**src/distinct_prime_factor_engine_unit_assert.svh**
```systemverilog
// Assertion macros used by the distinct prime factor engine controller.
`ifndef DISTINCT_PRIME_FACTOR_ENGINE_UNIT_ASSERT_SVH
`define DISTINCT_PRIME_FACTOR_ENGINE_UNIT_ASSERT_SVH
`ifndef NO_ASSERTIONS
`define DPFE_ASSERT(name, prop) \
  name: assert property (@(posedge clk_i) disable iff (!rst_ni) prop) \
    else $error("%m: assertion failed");
`define DPFE_NEVER(name, cond) \
  name: assert property (@(posedge clk_i) disable iff (!rst_ni) !(cond)) \
    else $error("%m: forbidden condition seen");
`else
`define DPFE_ASSERT(name, prop)
`define DPFE_NEVER(name, cond)
`endif
`endif

```
**src/dpfe_pkg.sv**
```systemverilog
// Shared constants, types and controller/datapath interface structs.
package dpfe_pkg;

  localparam int VALUE_BITS  = 31;
  localparam int SQ_BITS     = 2 * VALUE_BITS;
  localparam int MAX_RESULTS = 9;
  localparam int CNT_BITS    = $clog2(MAX_RESULTS + 1);
  localparam int STEP_BITS   = $clog2(VALUE_BITS);

  typedef logic [VALUE_BITS-1:0] value_t;

  typedef enum logic [1:0] {
    ST_IDLE,
    ST_TEST,
    ST_DIV,
    ST_EMIT
  } state_e;

  typedef enum logic [1:0] {
    SEL_NONE,
    SEL_REM,
    SEL_DIV
  } out_sel_e;

  typedef struct packed {
    logic     load;
    logic     div_start;
    logic     commit;
    logic     advance;
    logic     out_load;
    out_sel_e out_sel;
    logic     out_last;
  } dp_cmd_t;

  typedef struct packed {
    logic in_lt_two;
    logic sq_le_rem;
    logic rem_gt_one;
    logic div_done;
    logic rem_zero;
    logic out_last;
  } dp_status_t;

endpackage

```
**src/dpfe_datapath.sv**
```systemverilog
// Datapath: remaining value, trial divisor with its square, serial divider, result register.
module dpfe_datapath (
  input  logic                     clk_i,
  input  logic                     rst_ni,
  input  dpfe_pkg::value_t         value_i,
  input  dpfe_pkg::dp_cmd_t        cmd_i,
  output dpfe_pkg::dp_status_t     status_o,
  output dpfe_pkg::value_t         factor_o,
  output logic                     none_o,
  output logic                     last_o
);
  import dpfe_pkg::*;

  value_t                rem_q, rem_d;
  value_t                div_q, div_d;
  logic [SQ_BITS-1:0]    sq_q, sq_d;
  value_t                quo_q, quo_d;
  value_t                part_q, part_d;
  logic [STEP_BITS-1:0]  step_q, step_d;
  logic                  run_q, run_d;
  logic                  done_q, done_d;
  value_t                factor_q, factor_d;
  logic                  none_q, none_d;
  logic                  last_q, last_d;

  logic [VALUE_BITS:0]   trial;
  logic [VALUE_BITS:0]   diff;
  logic                  ge;

  always_comb begin
    trial = {part_q, quo_q[VALUE_BITS-1]};
    diff  = trial - {1'b0, div_q};
    ge    = (trial >= {1'b0, div_q});
  end

  always_comb begin
    rem_d    = rem_q;
    div_d    = div_q;
    sq_d     = sq_q;
    quo_d    = quo_q;
    part_d   = part_q;
    step_d   = step_q;
    run_d    = run_q;
    done_d   = 1'b0;
    factor_d = factor_q;
    none_d   = none_q;
    last_d   = last_q;

    if (run_q) begin
      part_d = ge ? diff[VALUE_BITS-1:0] : trial[VALUE_BITS-1:0];
      quo_d  = {quo_q[VALUE_BITS-2:0], ge};
      step_d = step_q + STEP_BITS'(1);
      if (step_q == STEP_BITS'(VALUE_BITS - 1)) begin
        run_d  = 1'b0;
        done_d = 1'b1;
      end
    end

    if (cmd_i.load) begin
      rem_d = value_i;
      div_d = VALUE_BITS'(2);
      sq_d  = SQ_BITS'(4);
    end

    if (cmd_i.commit) begin
      rem_d = quo_q;
    end

    if (cmd_i.div_start) begin
      quo_d  = cmd_i.commit ? quo_q : rem_q;
      part_d = '0;
      step_d = '0;
      run_d  = 1'b1;
    end

    if (cmd_i.advance) begin
      if (div_q == VALUE_BITS'(2)) begin
        div_d = div_q + VALUE_BITS'(1);
        sq_d  = sq_q + SQ_BITS'({div_q, 1'b1});
      end else begin
        div_d = div_q + VALUE_BITS'(2);
        sq_d  = sq_q + SQ_BITS'({div_q, 2'b00}) + SQ_BITS'(4);
      end
    end

    if (cmd_i.out_load) begin
      case (cmd_i.out_sel)
        SEL_REM: factor_d = rem_q;
        SEL_DIV: factor_d = div_q;
        default: factor_d = '0;
      endcase
      none_d = (cmd_i.out_sel == SEL_NONE);
      last_d = cmd_i.out_last;
    end
  end

  always_ff @(posedge clk_i or negedge rst_ni) begin
    if (!rst_ni) begin
      rem_q  <= '0;
      div_q  <= '0;
      sq_q   <= '0;
      step_q <= '0;
      run_q  <= 1'b0;
      done_q <= 1'b0;
    end else begin
      rem_q  <= rem_d;
      div_q  <= div_d;
      sq_q   <= sq_d;
      step_q <= step_d;
      run_q  <= run_d;
      done_q <= done_d;
    end
  end

  always_ff @(posedge clk_i) begin
    quo_q    <= quo_d;
    part_q   <= part_d;
    factor_q <= factor_d;
    none_q   <= none_d;
    last_q   <= last_d;
  end

  always_comb begin
    status_o.in_lt_two  = (value_i < VALUE_BITS'(2));
    status_o.sq_le_rem  = (sq_q <= SQ_BITS'(rem_q));
    status_o.rem_gt_one = (rem_q > VALUE_BITS'(1));
    status_o.div_done   = done_q;
    status_o.rem_zero   = (part_q == '0);
    status_o.out_last   = last_q;
  end

  assign factor_o = factor_q;
  assign none_o   = none_q;
  assign last_o   = last_q;

endmodule

```
**src/dpfe_controller.sv**
```systemverilog
// Controller state machine: sequences divisor tests, divisions and result beats.
`include "distinct_prime_factor_engine_unit_assert.svh"
module dpfe_controller (
  input  logic                  clk_i,
  input  logic                  rst_ni,
  input  logic                  in_valid_i,
  output logic                  in_ready_o,
  output logic                  out_valid_o,
  input  logic                  out_ready_i,
  input  dpfe_pkg::dp_status_t  status_i,
  output dpfe_pkg::dp_cmd_t     cmd_o
);
  import dpfe_pkg::*;

  state_e               state_q, state_d;
  logic [CNT_BITS-1:0]  cnt_q, cnt_d;
  logic                 found_q, found_d;
  logic                 room;

  assign room = (cnt_q < CNT_BITS'(MAX_RESULTS));

  always_ff @(posedge clk_i or negedge rst_ni) begin
    if (!rst_ni) begin
      state_q <= ST_IDLE;
      cnt_q   <= '0;
      found_q <= 1'b0;
    end else begin
      state_q <= state_d;
      cnt_q   <= cnt_d;
      found_q <= found_d;
    end
  end

  always_comb begin
    state_d     = state_q;
    cnt_d       = cnt_q;
    found_d     = found_q;
    cmd_o       = '0;
    cmd_o.out_sel = SEL_NONE;
    in_ready_o  = 1'b0;
    out_valid_o = 1'b0;

    case (state_q)
      ST_IDLE: begin
        in_ready_o = 1'b1;
        if (in_valid_i) begin
          cmd_o.load = 1'b1;
          cnt_d      = '0;
          found_d    = 1'b0;
          if (status_i.in_lt_two) begin
            cmd_o.out_load = 1'b1;
            cmd_o.out_sel  = SEL_NONE;
            cmd_o.out_last = 1'b1;
            state_d        = ST_EMIT;
          end else begin
            state_d = ST_TEST;
          end
        end
      end
      ST_TEST: begin
        if (room && status_i.sq_le_rem) begin
          cmd_o.div_start = 1'b1;
          state_d         = ST_DIV;
        end else if (room && status_i.rem_gt_one) begin
          cmd_o.out_load = 1'b1;
          cmd_o.out_sel  = SEL_REM;
          cmd_o.out_last = 1'b1;
          state_d        = ST_EMIT;
        end else begin
          state_d = ST_IDLE;
        end
      end
      ST_DIV: begin
        if (status_i.div_done) begin
          if (status_i.rem_zero) begin
            cmd_o.commit    = 1'b1;
            cmd_o.div_start = 1'b1;
            found_d         = 1'b1;
          end else if (found_q) begin
            cmd_o.out_load = 1'b1;
            cmd_o.out_sel  = SEL_DIV;
            cmd_o.out_last = !status_i.rem_gt_one ||
                             (cnt_q == CNT_BITS'(MAX_RESULTS - 1));
            state_d        = ST_EMIT;
          end else begin
            cmd_o.advance = 1'b1;
            state_d       = ST_TEST;
          end
        end
      end
      ST_EMIT: begin
        out_valid_o = 1'b1;
        if (out_ready_i) begin
          cnt_d   = cnt_q + CNT_BITS'(1);
          found_d = 1'b0;
          if (status_i.out_last) begin
            state_d = ST_IDLE;
          end else begin
            cmd_o.advance = 1'b1;
            state_d       = ST_TEST;
          end
        end
      end
      default: begin
        state_d = ST_IDLE;
      end
    endcase
  end

  `DPFE_NEVER(a_ready_while_holding, in_ready_o && out_valid_o)
  `DPFE_ASSERT(a_cnt_bounded, cnt_q <= CNT_BITS'(MAX_RESULTS))
  `DPFE_ASSERT(a_last_beat_idles, out_valid_o && out_ready_i && status_i.out_last |=> state_q == ST_IDLE)
  `DPFE_ASSERT(a_exact_div_repeats, state_q == ST_DIV && status_i.div_done && status_i.rem_zero |=> state_q == ST_DIV)

endmodule

```
**src/distinct_prime_factor_engine_unit.sv**
```systemverilog
// Top level of the distinct prime factor engine: controller plus datapath.
//
//   channel  direction  handshake                 payload
//   in       input      in_valid_i / in_ready_o   value_i
//   out      output     out_valid_o / out_ready_i factor_o, none_o, last_o
//
// One value is factored at a time; in_ready_o is high only while idle.
// Each trial divisor costs one serial division plus a test of the divisor's square.
// Divisors are tried up to the square root of what remains; repeated division of a found
// factor adds one more division per power. Reset returns the block to idle with no beat pending.
// A stalled output beat holds the whole engine until it is taken.
module distinct_prime_factor_engine_unit (
  input  logic                       clk_i,
  input  logic                       rst_ni,
  input  logic                       in_valid_i,
  output logic                       in_ready_o,
  input  logic [dpfe_pkg::VALUE_BITS-1:0] value_i,
  output logic                       out_valid_o,
  input  logic                       out_ready_i,
  output logic [dpfe_pkg::VALUE_BITS-1:0] factor_o,
  output logic                       none_o,
  output logic                       last_o
);
  import dpfe_pkg::*;

  dp_cmd_t    cmd;
  dp_status_t status;

  dpfe_controller u_ctrl (
    .clk_i       (clk_i),
    .rst_ni      (rst_ni),
    .in_valid_i  (in_valid_i),
    .in_ready_o  (in_ready_o),
    .out_valid_o (out_valid_o),
    .out_ready_i (out_ready_i),
    .status_i    (status),
    .cmd_o       (cmd)
  );

  dpfe_datapath u_dp (
    .clk_i    (clk_i),
    .rst_ni   (rst_ni),
    .value_i  (value_i),
    .cmd_i    (cmd),
    .status_o (status),
    .factor_o (factor_o),
    .none_o   (none_o),
    .last_o   (last_o)
  );

endmodule
```
**config.mk**
```make
export PLATFORM = sky130hd
export DESIGN_NAME = distinct_prime_factor_engine_unit
export DESIGN_NICKNAME = d
export VERILOG_FILES = /design/src/dpfe_pkg.sv /design/src/dpfe_datapath.sv /design/src/dpfe_controller.sv /design/src/distinct_prime_factor_engine_unit.sv
export VERILOG_INCLUDE_DIRS = /design/src /design/src/src
export SDC_FILE = /design/constraint.sdc
export NUM_CORES = 1
export LEC_CHECK = 0
export BUFFER_PORTS_ARGS = -buffer_cell sky130_fd_sc_hd__buf_2
export CORE_MARGIN = 2
export CORE_UTILIZATION = 40
export CTS_CLUSTER_DIAMETER = 120
export DETAILED_ROUTE_END_ITERATION = 8
export GPL_TIMING_DRIVEN = 0
export PLACE_DENSITY = 0.55
export SYNTH_ARGS = -nofsm -noshare
export SYNTH_HDL_FRONTEND = slang
export SYNTH_SLANG_ARGS = --single-unit
```
**constraint.sdc**
```tcl
create_clock -name clk_i -period 7.8 [get_ports clk_i]
set_clock_uncertainty 0.05 [all_clocks]
set_input_delay 1.56 -clock clk_i [delete_from_list [all_inputs] [get_ports clk_i]]
set_output_delay 1.56 -clock clk_i [all_outputs]
set_load 0.1 [all_outputs]
```
After elaboration in Yosys (flattened, before gate mapping)

Index checks and enable logic that the tools add are counted.

Register bits after elaboration: 233
Bits of input ports: 35

Add/subtract/negate cells: 8
$lt $le $gt $ge: 5
Eq/ne operators: 14
Muxes and demuxes: 58
Reduce and logical (&&, ||, !) cells: 16

Operator list:

| cell                                                                  | number |
|---|---|
| 31-bit two-way mux                                                    | 9 |
| 62-bit two-way mux                                                    | 3 |
| 62-bit by 3-bit adder with 62-bit output, second input constant       | 1 |
| 62-bit by 32-bit adder with 62-bit output                             | 1 |
| 62-bit by 33-bit adder with 62-bit output                             | 1 |
| 62-bit by 31-bit <= comparator with 1-bit output                      | 1 |
| 31-bit case mux with 2 select lines                                   | 1 |
| 32-bit by 31-bit greater-or-equal comparator with 1-bit output        | 1 |
| 31-bit by 1-bit adder with 31-bit output, second input constant       | 1 |
| 31-bit by 2-bit adder with 31-bit output, second input constant       | 1 |
| 31-bit by 2-bit == test with 1-bit output, second input constant      | 1 |
| 31-bit by 1-bit > comparator with 1-bit output, second input constant | 1 |
| 31-bit logical NOT                                                    | 1 |
| 31-bit by 2-bit < comparator with 1-bit output, second input constant | 1 |
| 31-bit subtractor                                                     | 1 |
| 4-bit two-way mux                                                     | 7 |
| 1-bit two-way mux                                                     | 19 |
| 2-bit two-way mux                                                     | 9 |
| 5-bit two-way mux                                                     | 3 |
| 4-bit case mux with 3 select lines                                    | 1 |
| 2-bit != test, second input constant                                  | 5 |
| 2-bit case mux with 4 select lines                                    | 1 |
| 4-bit case mux with 2 select lines                                    | 1 |
| 2-bit nonzero test                                                    | 4 |
| other kinds (20)                                                      | 26 |

Depth between registers and ports, before layout

Gate-level depths: netlist (run 1).

Depth in word-level cells: 9
Mapped depth: 16
Mapped depth without buffers: 15

By module

Synthesis (run 1) repeated with hierarchy kept, for this count alone.

Cell total of the unflattened synthesis: 2043
Area, all modules: 17883.4 µm²

By module, submodules not included:

| module          | times used | cells each | area each (µm²) | sequential area each (µm²) |
|---|---|---|---|---|
| dpfe_datapath   | 1          | 1970       | 17275.3         | 5820.6 |
| dpfe_controller | 1          | 73         | 608.1           | 175.2 |

Worst setup path after synthesis (run 1)

Ideal clock, no wire load.

Path kind: input port to flip-flop
Start point: input port value_i[29] (netlist bit)
End point: register u_dp.factor_q[0] (netlist: u_dp.factor_o[0]), enable pin
Arrival: 4.540 ns
Slack: 2.741 ns
Stages: 5
Cell sequence: nor4b_1 nand4_1 nor2_1 a21oi_1 o21ai_0

RTL lines:

| item                 | RTL line                                | RTL |
|---|---|---|
| start, declared      | distinct_prime_factor_engine_unit.sv:17 | `input logic [dpfe_pkg::VALUE_BITS-1:0] value_i,` |
| end signal, assigned | dpfe_datapath.sv:118                    | `factor_q <= factor_d;` |
| end, declared        | dpfe_datapath.sv:22                     | `value_t factor_q, factor_d;` |

Worst setup path after layout (run 1)

Start point: register u_dp.sq_q[32]
End point: register u_dp.quo_q[1], enable pin

Word-level cells in the longest chain between the ends: 6

Ends and longest elaborated chain:

| item                                                                 | RTL line              | RTL |
|---|---|---|
| start, declared                                                      | dpfe_datapath.sv:16   | `logic [SQ_BITS-1:0] sq_q, sq_d;` |
| start signal, assigned                                               | dpfe_datapath.sv:108  | `sq_q <= sq_d;` |
| 62-bit by 31-bit <= comparator with 1-bit output (*)                 | dpfe_datapath.sv:125  | `status_o.sq_le_rem = (sq_q <= SQ_BITS'(rem_q));` |
| 1-bit logical AND (*)                                                | dpfe_controller.sv:61 | `if (room && status_i.sq_le_rem) begin` |
| 1-bit two-way mux (*)                                                | dpfe_controller.sv:61 |  |
| 1-bit case mux with 2 select lines (*)                               | dpfe_controller.sv:43 | `case (state_q)` |
| 2-bit != test (no line) / 2-bit nonzero test (equally long branches) | n/a                   |  |
| 2-bit AND reduction (no line) (*)                                    | n/a                   |  |
| end signal, assigned                                                 | dpfe_datapath.sv:116  | `quo_q <= quo_d;` |
| end, declared                                                        | dpfe_datapath.sv:17   | `value_t quo_q, quo_d;` |

Every way passes the cells marked *; elsewhere a longest branch is shown, timed or not.
A chain may end at the register's enable or synchronous reset.

==> impl_metrics.env, run 1 <==
export IMPL_status="complete, no violations"
export IMPL_post_cts_repair_setup_buffers=0
export IMPL_ys_seq_area_share_pct=34.2
export IMPL_synth_xor_area_share_pct=3.60
export IMPL_io_buffers=67
export IMPL_wl_met2_mm=26.9
export IMPL_critPathRequiredTime_ns=8.03
export IMPL_drt_wl_total_mm=59.8
export IMPL_grt_pass1_vias=15456
export IMPL_drive_above_1_share_pct=8.71
export IMPL_hold_class="reg -> reg"
export IMPL_start_util_pct=40.6
export IMPL_die_h_microns=213
export IMPL_synth_edf_count=64
export IMPL_cts_resized=0
export IMPL_fmax_mhz=196
export IMPL_gp_congestion=0.935
export IMPL_synth_compound_area_share_pct=22.0
export IMPL_cts_max_level=1
export IMPL_slew_viol_final=0
export IMPL_path_class="reg -> reg"
export IMPL_highest_layer="met5"
export IMPL_reg2reg_depth=7
export IMPL_async_flop_share_pct=59.2
export IMPL_synth_top_family_by_area="compound AO/OA/AOI/OAI gates"
export IMPL_drt_first_iter_violations=1330
export IMPL_core_area_sq_mm=0.0432
export IMPL_num_vias=16191
export IMPL_synth_nets=2220
export IMPL_syn_area_sq_mm=0.0175
export IMPL_track_usage_pct=26.1
export IMPL_slowest_stage="o31ai_1"
export IMPL_cts_root_buffer="clkbuf_16"
export IMPL_clk_latency_ns=0.58
export IMPL_dr_wl_met3_mm=4.11
export IMPL_dpl_hpwl_mm=45.4
export IMPL_clockBufferDepth=3
export IMPL_die_area_sq_mm=0.0455
export IMPL_synthToLayoutAreaGrowth_pct=12.1
export IMPL_worst_pin_slew_ns=1.22
export IMPL_cts_buffers=29
export IMPL_final_antenna_net_count=0
export IMPL_synthMuxAreaShare_pct=5.35
export IMPL_period_needed_ns=5.11
export IMPL_fin_setup_tns_ns=0
export IMPL_final_util_pct=45.5
export IMPL_drt_pass1_iter_count=5
export IMPL_critical_path_cell_chain="or4_1 -> nor4_1 -> o21ai_1 -> o31ai_1 -> clkbuf_1 -> o21a_1 -> buf_16"
export IMPL_max_cap_violations=0
export IMPL_critPathArrivalTime_ns=5.34
export IMPL_yosysUniqueCellTypes=85
export IMPL_synthSimpleGateAreaFrac_pct=18.0
export IMPL_slowest_delay_ns=0.96
export IMPL_die_width_microns=213
export IMPL_io_pins=70
export IMPL_drc=0
export IMPL_grt_max_degree=83
export IMPL_cts_sinks=233
export IMPL_postCtsHoldBufs=0
export IMPL_cp_start_kind="flop"
export IMPL_rsz0062_at_grt="no"
export IMPL_n_antenna_cell=0
export IMPL_grt_pass1_wl_mm=91.3
export IMPL_synth_ff_type="dfrtp_1"
export IMPL_nets=2321
export IMPL_antenna_found_initial=0
export IMPL_finalHoldViolations=0
export IMPL_crit_path_max_fanout=20
export IMPL_synthCells=2011
export IMPL_wl_met1_mm=26.7
export IMPL_routedWlPerCell_microns=22.0
export IMPL_power_density_mw_per_mm2=135
export IMPL_whs_path_depth=2
export IMPL_ys_ff_latch=233
export IMPL_setup_viol=0
export IMPL_min_period_over_period_pct=65.6
export IMPL_clk_pin_slew_ns=0.06
export IMPL_synthAdderAreaFrac_pct=12.5
export IMPL_grt_overflow=0
export IMPL_ys_warn_count=0
export IMPL_ir_worst_vdd_mv=0.150
export IMPL_tritoncts="done"
export IMPL_cp_end_kind="flop"
export IMPL_power_leakage_nw=8.12
export IMPL_avgSynthCellArea_sq_um=8.72
export IMPL_slew_headroom_pct=18.2
export IMPL_num_rows=76
export IMPL_via_per_inst=5.95
[through the flow]
step	instances	worst slack, ns	hold WS, ns	area, sq um	total power (W)
after detailed placement	2666	2.76	0.418	18700	0.00130
after floorplan	2011	2.74	0.397	17500	0.00127
after CTS	2720	2.73	0.435	19600	0.00268
final	2720	2.69	0.432	19600	0.00265
after global placement	2663	1.02	0.415	18600	0.00130
after global routing	2720	2.58	0.461	19600	0.00273
[state kept, by name, summed over array words and instances (netlist names), 2 cells and up]
| register | cells |
|---|---|
| u_dp.rem_q | 31 |
| u_dp.part_q | 31 |
| u_dp.sq_q | 62 |
| u_dp.quo_q | 31 |
| u_ctrl.state_q | 2 |
| u_ctrl.cnt_q | 4 |
| u_dp.step_q | 5 |
| u_dp.factor_o | 31 |
| u_dp.div_q | 31 |
[layer usage]
metal  track usage, %  up-vias
li1                 -     7693
met1             35.7     7803
met2             41.6      558
met3             4.98      135
met4             8.43        2
met5             1.08        -
[cell usage after synthesis (19+ instances only)]
| cell type | number | area, sq um |
|---|---|---|
| nor3_1 | 41 | 205 |
| a22oi_1 | 43 | 323 |
| a211oi_1 | 35 | 263 |
| o31ai_1 | 23 | 173 |
| dfrtp_1 | 138 | 3450 |
| edfxtp_1 | 64 | 1920 |
| xnor2_1 | 41 | 359 |
| nor2b_1 | 19 | 119 |
| xor2_1 | 31 | 272 |
| a21o_1 | 57 | 428 |
| a31oi_1 | 22 | 138 |
| mux2_2 | 30 | 338 |
| mux2i_1 | 60 | 601 |
| nand3_1 | 73 | 365 |
| dfxtp_1 | 31 | 621 |
| o211ai_1 | 21 | 158 |
| ha_1 | 171 | 2140 |
| nor4_1 | 38 | 238 |
| o21ai_0 | 164 | 821 |
| a21oi_1 | 138 | 691 |
| clkbuf_1 | 56 | 210 |
| nand2_1 | 160 | 601 |
| nor2_1 | 172 | 646 |
| nand4_1 | 47 | 294 |
| and3_1 | 23 | 144 |
| inv_1 | 108 | 405 |
[cell type report]
| cell class | count | area [sq um] |
|---|---|---|
| plain buffers | 83 | 345 |
| clock buffers | 45 | 846 |
| clock inverters | 9 | 109 |
| fillers | 4296 | 23500 |
| inverters | 109 | 409 |
| multi-input cells | 1586 | 10800 |
| flip-flops and latches | 233 | 6000 |
| well taps | 585 | 732 |
| repair buffers | 70 | 417 |
[cells by family after synthesis]
group / count (synthesis)
and+or+nand+nor: 644
AOI/OAI and AO/OA: 606
DFF: 233
buffers and inverters: 192
adders and majority gates: 174
muxes: 90
xor gates and xnor gates: 72
[cells in the final DEF (no fill, tap or decap), types with 6 or more instances in the layout]
master	n
clkbuf_1	66
nor3_1	41
nand2b_1	11
o211ai_1	21
a211oi_1	35
mux2i_1	60
edfxtp_1	64
nand3_1	73
dfrtp_1	138
o21a_1	15
and4_1	6
nor2b_1	19
or3_1	8
a21o_1	57
nand4_1	47
o21ai_0	163
o21ai_1	10
o31a_1	7
mux2_2	30
and3_1	23
buf_1	9
a22oi_1	43
o21bai_1	12
clkbuf_16	29
a31oi_1	22
and2_1	15
dfxtp_1	31
buf_2	78
nand2_1	160
ha_1	171
inv_1	108
nor2_1	172
a21oi_1	138
nor4_1	38
o31ai_1	23
xor2_1	31
clkbuf_8	6
xnor2_1	41
[final timing paths]
| path | startpoint | slack, ns | endpoint |
|---|---|---|---|
| min in group asynchronous | rst_ni | 0.89 | u_dp.sq_q[15] |
| setup reg to reg | u_dp.sq_q[32] | 2.69 | u_dp.quo_q[1] |
| hold reg to reg | u_dp.quo_q[7] | 0.43 | u_dp.rem_q[7] |
| max in group asynchronous | rst_ni | 5.92 | u_dp.step_q[4] |
| hold / removal | u_dp.quo_q[7] | 0.43 | u_dp.rem_q[7] |
| setup / recovery | u_dp.sq_q[32] | 2.69 | u_dp.quo_q[1] |
[report_power, final]
group | switching, W | internal [W]
logic | 0.0000239 | 0.00000890
registers | 0 | 0.00125
clock network | 0.000560 | 0.000809
[worst max-delay path: cells and delay by family (launching register included)]
family / cells / cell delay, ns
AO/OA/AOI/OAI: 3 / 2.00
AND/OR/NAND/NOR: 2 / 1.47
buffers and inverters: 2 / 0.81
flip-flops: 1 / 0.48
No activity file was read; power rests on OpenSTA's default activity.
==> inputs of run 2 (changes only) <==
--- a/config.mk
+++ b/config.mk
@@ -12,7 +12,7 @@
 export CTS_CLUSTER_DIAMETER = 120
 export DETAILED_ROUTE_END_ITERATION = 8
 export GPL_TIMING_DRIVEN = 0
-export PLACE_DENSITY = 0.55
+export PLACE_DENSITY = 0.57
 export SYNTH_ARGS = -nofsm -noshare
 export SYNTH_HDL_FRONTEND = slang
 export SYNTH_SLANG_ARGS = --single-unit
==> constraint.sdc (replaced) <==
create_clock -name clk_i -period 4.61 [get_ports clk_i]
set_clock_uncertainty 0.05 [all_clocks]
set_input_delay 0.922 -clock clk_i [delete_from_list [all_inputs] [get_ports clk_i]]
set_output_delay 0.922 -clock clk_i [all_outputs]
set_load 0.1 [all_outputs]
==> run 2 against run 1 <==
  * Cell count did not move
  * Critical path depth rose by 7
  * Wire length fell by 0.99%
  * Sequential share of layout area fell by 0.067 points
  * Sequential cell count did not move
  * Worst setup slack got worse by 2.5 ns
  * Critical path type unchanged
  * Largest cell class unchanged
==> impl_metrics.env, run 2 (synthesis results as in run 1) <==
export IMPL_status="complete, no violations"
export IMPL_r2r_end="u_dp.sq_q[57]"
export IMPL_clk_latency_ns=0.59
export IMPL_routedWlPerCell_microns=21.8
export IMPL_cp_startpoint="u_dp.div_q[1]"
export IMPL_track_usage_pct=26.0
export IMPL_max_cap_violations=0
export IMPL_cp_end_kind="flop"
export IMPL_fmax_mhz=228
export IMPL_critical_path_cell_chain="ha_1 -> ha_1 -> fa_1 -> a21oi_1 -> o21bai_1 -> a211o_1 -> and4_1 -> o41ai_2 -> o21ai_1 -> and3_1 -> a41oi_1 -> buf_4 -> o211ai_1 -> o31ai_1"
export IMPL_die_area_sq_mm=0.0455
export IMPL_num_vias=16058
export IMPL_holdWs_ns=0.256
export IMPL_io_buffers=67
export IMPL_drive_above_1_share_pct=9.37
export IMPL_largest_reg_flops=62
export IMPL_hold_class="in -> async"
export IMPL_pwr_share_clk_pct=52.2
export IMPL_cts_root_buffer="clkbuf_16"
export IMPL_combPwrFrac_pct=1.2
export IMPL_drt_wl_total_mm=59.2
export IMPL_drc=0
export IMPL_reg2reg_depth=14
export IMPL_slew_viol_final=0
export IMPL_final_antenna_net_count=0
export IMPL_dpl_hpwl_mm=44.8
export IMPL_dpl_cell_area_sq_mm=0.0187
export IMPL_nets=2321
export IMPL_timing_rr_start="u_dp.div_q[1]"
export IMPL_drt_pass1_iter_count=5
export IMPL_cts_max_level=1
export IMPL_grt_pass1_vias=15353
export IMPL_seq_power_share_pct=46.6
export IMPL_r2r_setup_slack_ns=0.23
export IMPL_clk_pin_slew_ns=0.07
export IMPL_critPathRequiredTime_ns=5.02
export IMPL_worst_pin_slew_ns=1.15
export IMPL_path_class="reg -> reg"
export IMPL_cts_sinks=233
export IMPL_cpMostUsedCell="ha_1"
export IMPL_grt_overflow=0
export IMPL_p_int_w=0.00350
export IMPL_critPathArrivalTime_ns=4.79
export IMPL_grtUsageMet3_pct=3.27
export IMPL_rsz0062_at_grt="no"
export IMPL_power_leakage_nw=8.16
export IMPL_grt_pass1_wl_mm=91.1
export IMPL_final_cell_mix="nor2_1, ha_1, o21ai_0, nand2_1, a21oi_1"
export IMPL_layout_cells_most_common="nor2_1"
export IMPL_slew_headroom_pct=22.7
export IMPL_drt_first_iter_violations=1528
export IMPL_slowest_stage="dfrtp_2"
export IMPL_die_h_microns=213
export IMPL_period_needed_ns=4.38
export IMPL_core_area_sq_mm=0.0432
export IMPL_num_rows=76
export IMPL_start_util_pct=40.6
export IMPL_dp_cells=2666
export IMPL_io_pins=70
export IMPL_postCtsHoldBufs=0
export IMPL_post_cts_repair_setup_buffers=0
export IMPL_switching_share_pct=22.8
export IMPL_met1_usage_pct=36.4
export IMPL_slowest_delay_ns=0.58
export IMPL_die_width_microns=213
export IMPL_power_density_mw_per_mm2=230
export IMPL_crit_path_max_fanout=12
export IMPL_clockBufferDepth=3
export IMPL_finalHoldViolations=0
export IMPL_grt_busiest_layer="met2"
export IMPL_finalNonFillerCells=2720
export IMPL_grt_max_degree=79
export IMPL_min_period_over_period_pct=95.0
export IMPL_synthToLayoutAreaGrowth_pct=12.3
export IMPL_cts_buffers=29
export IMPL_ir_worst_vdd_mv=0.243
export IMPL_cp_start_kind="flop"
export IMPL_via_per_inst=5.90
export IMPL_setup_ws_ns=0.230
export IMPL_largest_register="u_dp.sq_q"
export IMPL_switchingPower_w=0.00103
export IMPL_setup_viol=0
export IMPL_finalInstanceArea_sq_mm=0.0197
export IMPL_n_antenna_cell=0
export IMPL_gr_usage_met2_pct=41.6
export IMPL_place_ws_ns=-0.567
export IMPL_num_fill_cells=4318
export IMPL_gp_congestion=0.958
export IMPL_tritoncts="done"
export IMPL_antenna_found_initial=0
## run 2: worst max path at each step
stage,end,cells after the start
finish,u_dp.sq_q[57],14
global route,u_dp.factor_o[30],14
CTS,u_dp.sq_q[57],14
detailed placement,u_dp.quo_q[15],7
global placement,u_dp.quo_q[15],6
floorplan,u_dp.factor_o[0],8
## run 2: per-layer routing
metal	up-vias	routed length (microns)
met2	535	26700
met1	7732	26900
li1	7679	-
met5	-	0
met4	0	2100
met3	112	3490
## run 2: area by class of cell
class / count / area, sq um / area share, %
Inverter: 109 / 409 / 2.08
Clock inverter: 18 / 174 / 0.883
Tap cell: 585 / 732 / 3.72
Buffer: 83 / 347 / 1.76
Sequential cell: 233 / 6000 / 30.5
Multi-Input combinational cell: 1586 / 10800 / 54.9
Timing Repair Buffer: 70 / 417 / 2.12
Clock buffer: 36 / 813 / 4.13
## run 2: stage by stage
step / util (%) / setup TNS [ns] / power, W
floorplan: - / 0 / 0.00215
global placement: 43.1 / -55.87 / 0.00220
detailed placement: 43.3 / -15.59 / 0.00221
CTS: 45.6 / 0 / 0.00457
global route: 45.6 / 0 / 0.00465
finish: 45.6 / 0 / 0.00453
## run 2: power groups by stage
stage / clock [W] / combinational (W) / sequential [W]
global placement: 0 / 0.0000532 / 0.00215
detailed placement: 0 / 0.0000571 / 0.00215
finish: 0.00237 / 0.0000553 / 0.00211
CTS: 0.00240 / 0.0000573 / 0.00211
floorplan: 0 / 0.00000479 / 0.00215
global route: 0.00248 / 0.0000624 / 0.00211
## run 2: critical path, delay by kind of cell, from the launching register on
family / cells / cell delay (ns)
flip-flops: 1 / 0.58
AO/OA/AOI/OAI: 8 / 1.96
AND/OR/NAND/NOR: 2 / 0.46
adder cells (fa/ha/maj): 3 / 0.94
buffers and inverters: 1 / 0.25
## run 2: repair_timing
item,CTS,global route
cloned,0,0
resized for setup,3,3
endpoints found under the setup margin,31,25
endpoints found under the hold margin,0,0
==> inputs of run 3 (changes only) <==
--- a/config.mk
+++ b/config.mk
@@ -12,7 +12,7 @@
 export CTS_CLUSTER_DIAMETER = 120
 export DETAILED_ROUTE_END_ITERATION = 8
 export GPL_TIMING_DRIVEN = 0
-export PLACE_DENSITY = 0.57
+export PLACE_DENSITY = 0.55
 export SYNTH_ARGS = -nofsm -noshare
 export SYNTH_HDL_FRONTEND = slang
 export SYNTH_SLANG_ARGS = --single-unit
==> constraint.sdc (replaced) <==
create_clock -name clk_i -period 4.7 [get_ports clk_i]
set_clock_uncertainty 0.05 [all_clocks]
set_input_delay 0.94 -clock clk_i [delete_from_list [all_inputs] [get_ports clk_i]]
set_output_delay 0.94 -clock clk_i [all_outputs]
set_load 0.1 [all_outputs]
==> run 3 against run 2 <==
  * Cell count about the same
  * Global-route usage rose by 0.37 points
  * Largest power group unchanged
  * Via count rose by 0.71%
  * Sequential cell count unchanged
  * Clock-buffer cell count increased by 1
  * Combinational power is 1% lower
==> impl_metrics.env, run 3 (synthesis results as in run 1) <==
export IMPL_synthToLayoutAreaGrowth_pct=12.4
export IMPL_slew_viol_final=0
export IMPL_io_buffers=67
export IMPL_slew_headroom_pct=13.3
export IMPL_gp_congestion=0.924
export IMPL_postCtsHoldBufs=0
export IMPL_power_leakage_nw=8.16
export IMPL_ir_worst_vdd_mv=0.265
export IMPL_period_needed_ns=4.57
export IMPL_start_util_pct=40.6
export IMPL_critPathRequiredTime_ns=5.11
export IMPL_layout_cells_most_common="nor2_1"
export IMPL_fmax_mhz=219
export IMPL_path_class="reg -> reg"
export IMPL_final_cell_mix="nor2_1, ha_1, o21ai_0, nand2_1, a21oi_1"
export IMPL_cts_buffers=29
export IMPL_largest_reg_flops=62
export IMPL_critPathArrivalTime_ns=4.98
export IMPL_antenna_found_initial=0
export IMPL_grt_max_degree=83
export IMPL_core_area_sq_mm=0.0432
export IMPL_clk_pin_slew_ns=0.07
export IMPL_drt_pass1_iter_count=5
export IMPL_grt_pass1_vias=15467
export IMPL_drt_first_iter_violations=1248
export IMPL_place_ws_ns=-0.335
export IMPL_num_rows=76
export IMPL_fin_setup_tns_ns=0
export IMPL_grt_pass1_wl_mm=91.3
export IMPL_min_period_over_period_pct=97.1
export IMPL_cp_start_kind="flop"
export IMPL_clk_latency_ns=0.59
export IMPL_finalHoldViolations=0
export IMPL_setup_viol=0
export IMPL_track_usage_pct=26.3
export IMPL_die_area_sq_mm=0.0455
export IMPL_seq_area_sq_mm=0.00600
export IMPL_reg2reg_depth=13
export IMPL_drive_above_1_share_pct=9.00
export IMPL_num_vias=16172
export IMPL_via_per_inst=5.95
export IMPL_cts_root_buffer="clkbuf_16"
export IMPL_io_pins=70
export IMPL_n_antenna_cell=0
export IMPL_power_w=0.00457
export IMPL_largest_register="u_dp.sq_q"
export IMPL_cts_max_level=1
export IMPL_final_antenna_net_count=0
export IMPL_rsz0062_at_grt="no"
export IMPL_final_util_pct=45.7
export IMPL_status="complete, no violations"
export IMPL_die_h_microns=213
export IMPL_dp_cells=2665
export IMPL_routedWlPerCell_microns=22.3
export IMPL_max_cap_violations=0
export IMPL_power_density_mw_per_mm2=232
export IMPL_num_fill_cells=4334
export IMPL_tritoncts="done"
export IMPL_cts_sinks=233
export IMPL_worst_pin_slew_ns=1.29
export IMPL_nets=2320
export IMPL_dpl_hpwl_mm=45.4
export IMPL_drt_wl_total_mm=60.6
export IMPL_crit_path_max_fanout=10
export IMPL_hold_class="in -> async"
export IMPL_cp_end_kind="flop"
export IMPL_die_width_microns=213
export IMPL_clockBufferDepth=3
export IMPL_grt_overflow=0
export IMPL_setup_ws_ns=0.135
export IMPL_drc=0
export IMPL_post_cts_repair_setup_buffers=0
export IMPL_multi_input_area_sq_mm=0.0108
export IMPL_finalNonFillerCells=2719
## run 3: changes by cell type in the layout (fill, tap and decap cells not counted), moves of 2 or more
cell	before	now
clkbuf_1	57	62
bufinv_16	2	6
inv_6	4	0
clkbuf_8	4	1
clkinv_1	1	4
clkinv_2	6	4
clkinv_4	3	1
## run 3: what timing repair did
| action | in CTS | in global routing |
|---|---|---|
| endpoints found under the hold margin | 0 | 0 |
| setup endpoints to repair | 31 | 45 |
| resized for setup | 2 | 5 |
## run 3: stage by stage
stage	hold WS (ns)	area [sq um]
after floorplan	0.397	17500
after global placement	0.411	18600
after detailed placement	0.416	18700
after CTS	0.294	19700
after global routing	0.316	19700
final	0.267	19700
## run 3: metal layers
layer  up-vias  GRT usage [%]  wire, microns
met5         -              0              0
met4         0           9.87           2520
met3       152           4.99           4150
met2       522           41.7          26900
met1      7810           35.8          27000
li1       7688              -              -
## run 3: worst paths after layout
check                                from        endpoint  slack, ns
hold reg to reg            u_dp.quo_q[28]  u_dp.rem_q[28]       0.43
setup reg to reg           u_dp.div_q[17]   u_dp.sq_q[59]       0.13
setup / recovery           u_dp.div_q[17]   u_dp.sq_q[59]       0.13
max in group asynchronous          rst_ni  u_dp.div_q[24]       3.45
hold / removal                     rst_ni   u_dp.sq_q[14]       0.27
min in group clk_i         u_dp.quo_q[28]  u_dp.rem_q[28]       0.43
## run 3: critical path, stage by stage (launching register included)
cell	delay, ns
dfrtp_1	0.82
ha_1	0.37
ha_1	0.28
buf_2	0.20
nand3_1	0.12
nor3_1	0.49
and3_1	0.25
and4_1	0.35
o41ai_2	0.16
o211ai_1	0.21
o211ai_2	0.25
or4_4	0.61
o211ai_1	0.18
o31ai_1	0.09
## run 3: area by class of cell
class / count / share of cell area [%]
repair buffers: 69 / 1.97
inverters: 109 / 2.08
well taps: 585 / 3.71
plain buffers: 83 / 1.76
flip-flops and latches: 233 / 30.4
clock buffers: 37 / 3.88
multi-input cells: 1586 / 54.9
clock inverters: 17 / 1.29
## run 3: power breakdown
part	switching, W	total, W	internal (W)	leakage, nW
Sequential	0	0.00207	0.00207	2.31
Clock	0.000965	0.00245	0.00148	0.492
Combinational	0.0000399	0.0000547	0.0000148	5.36
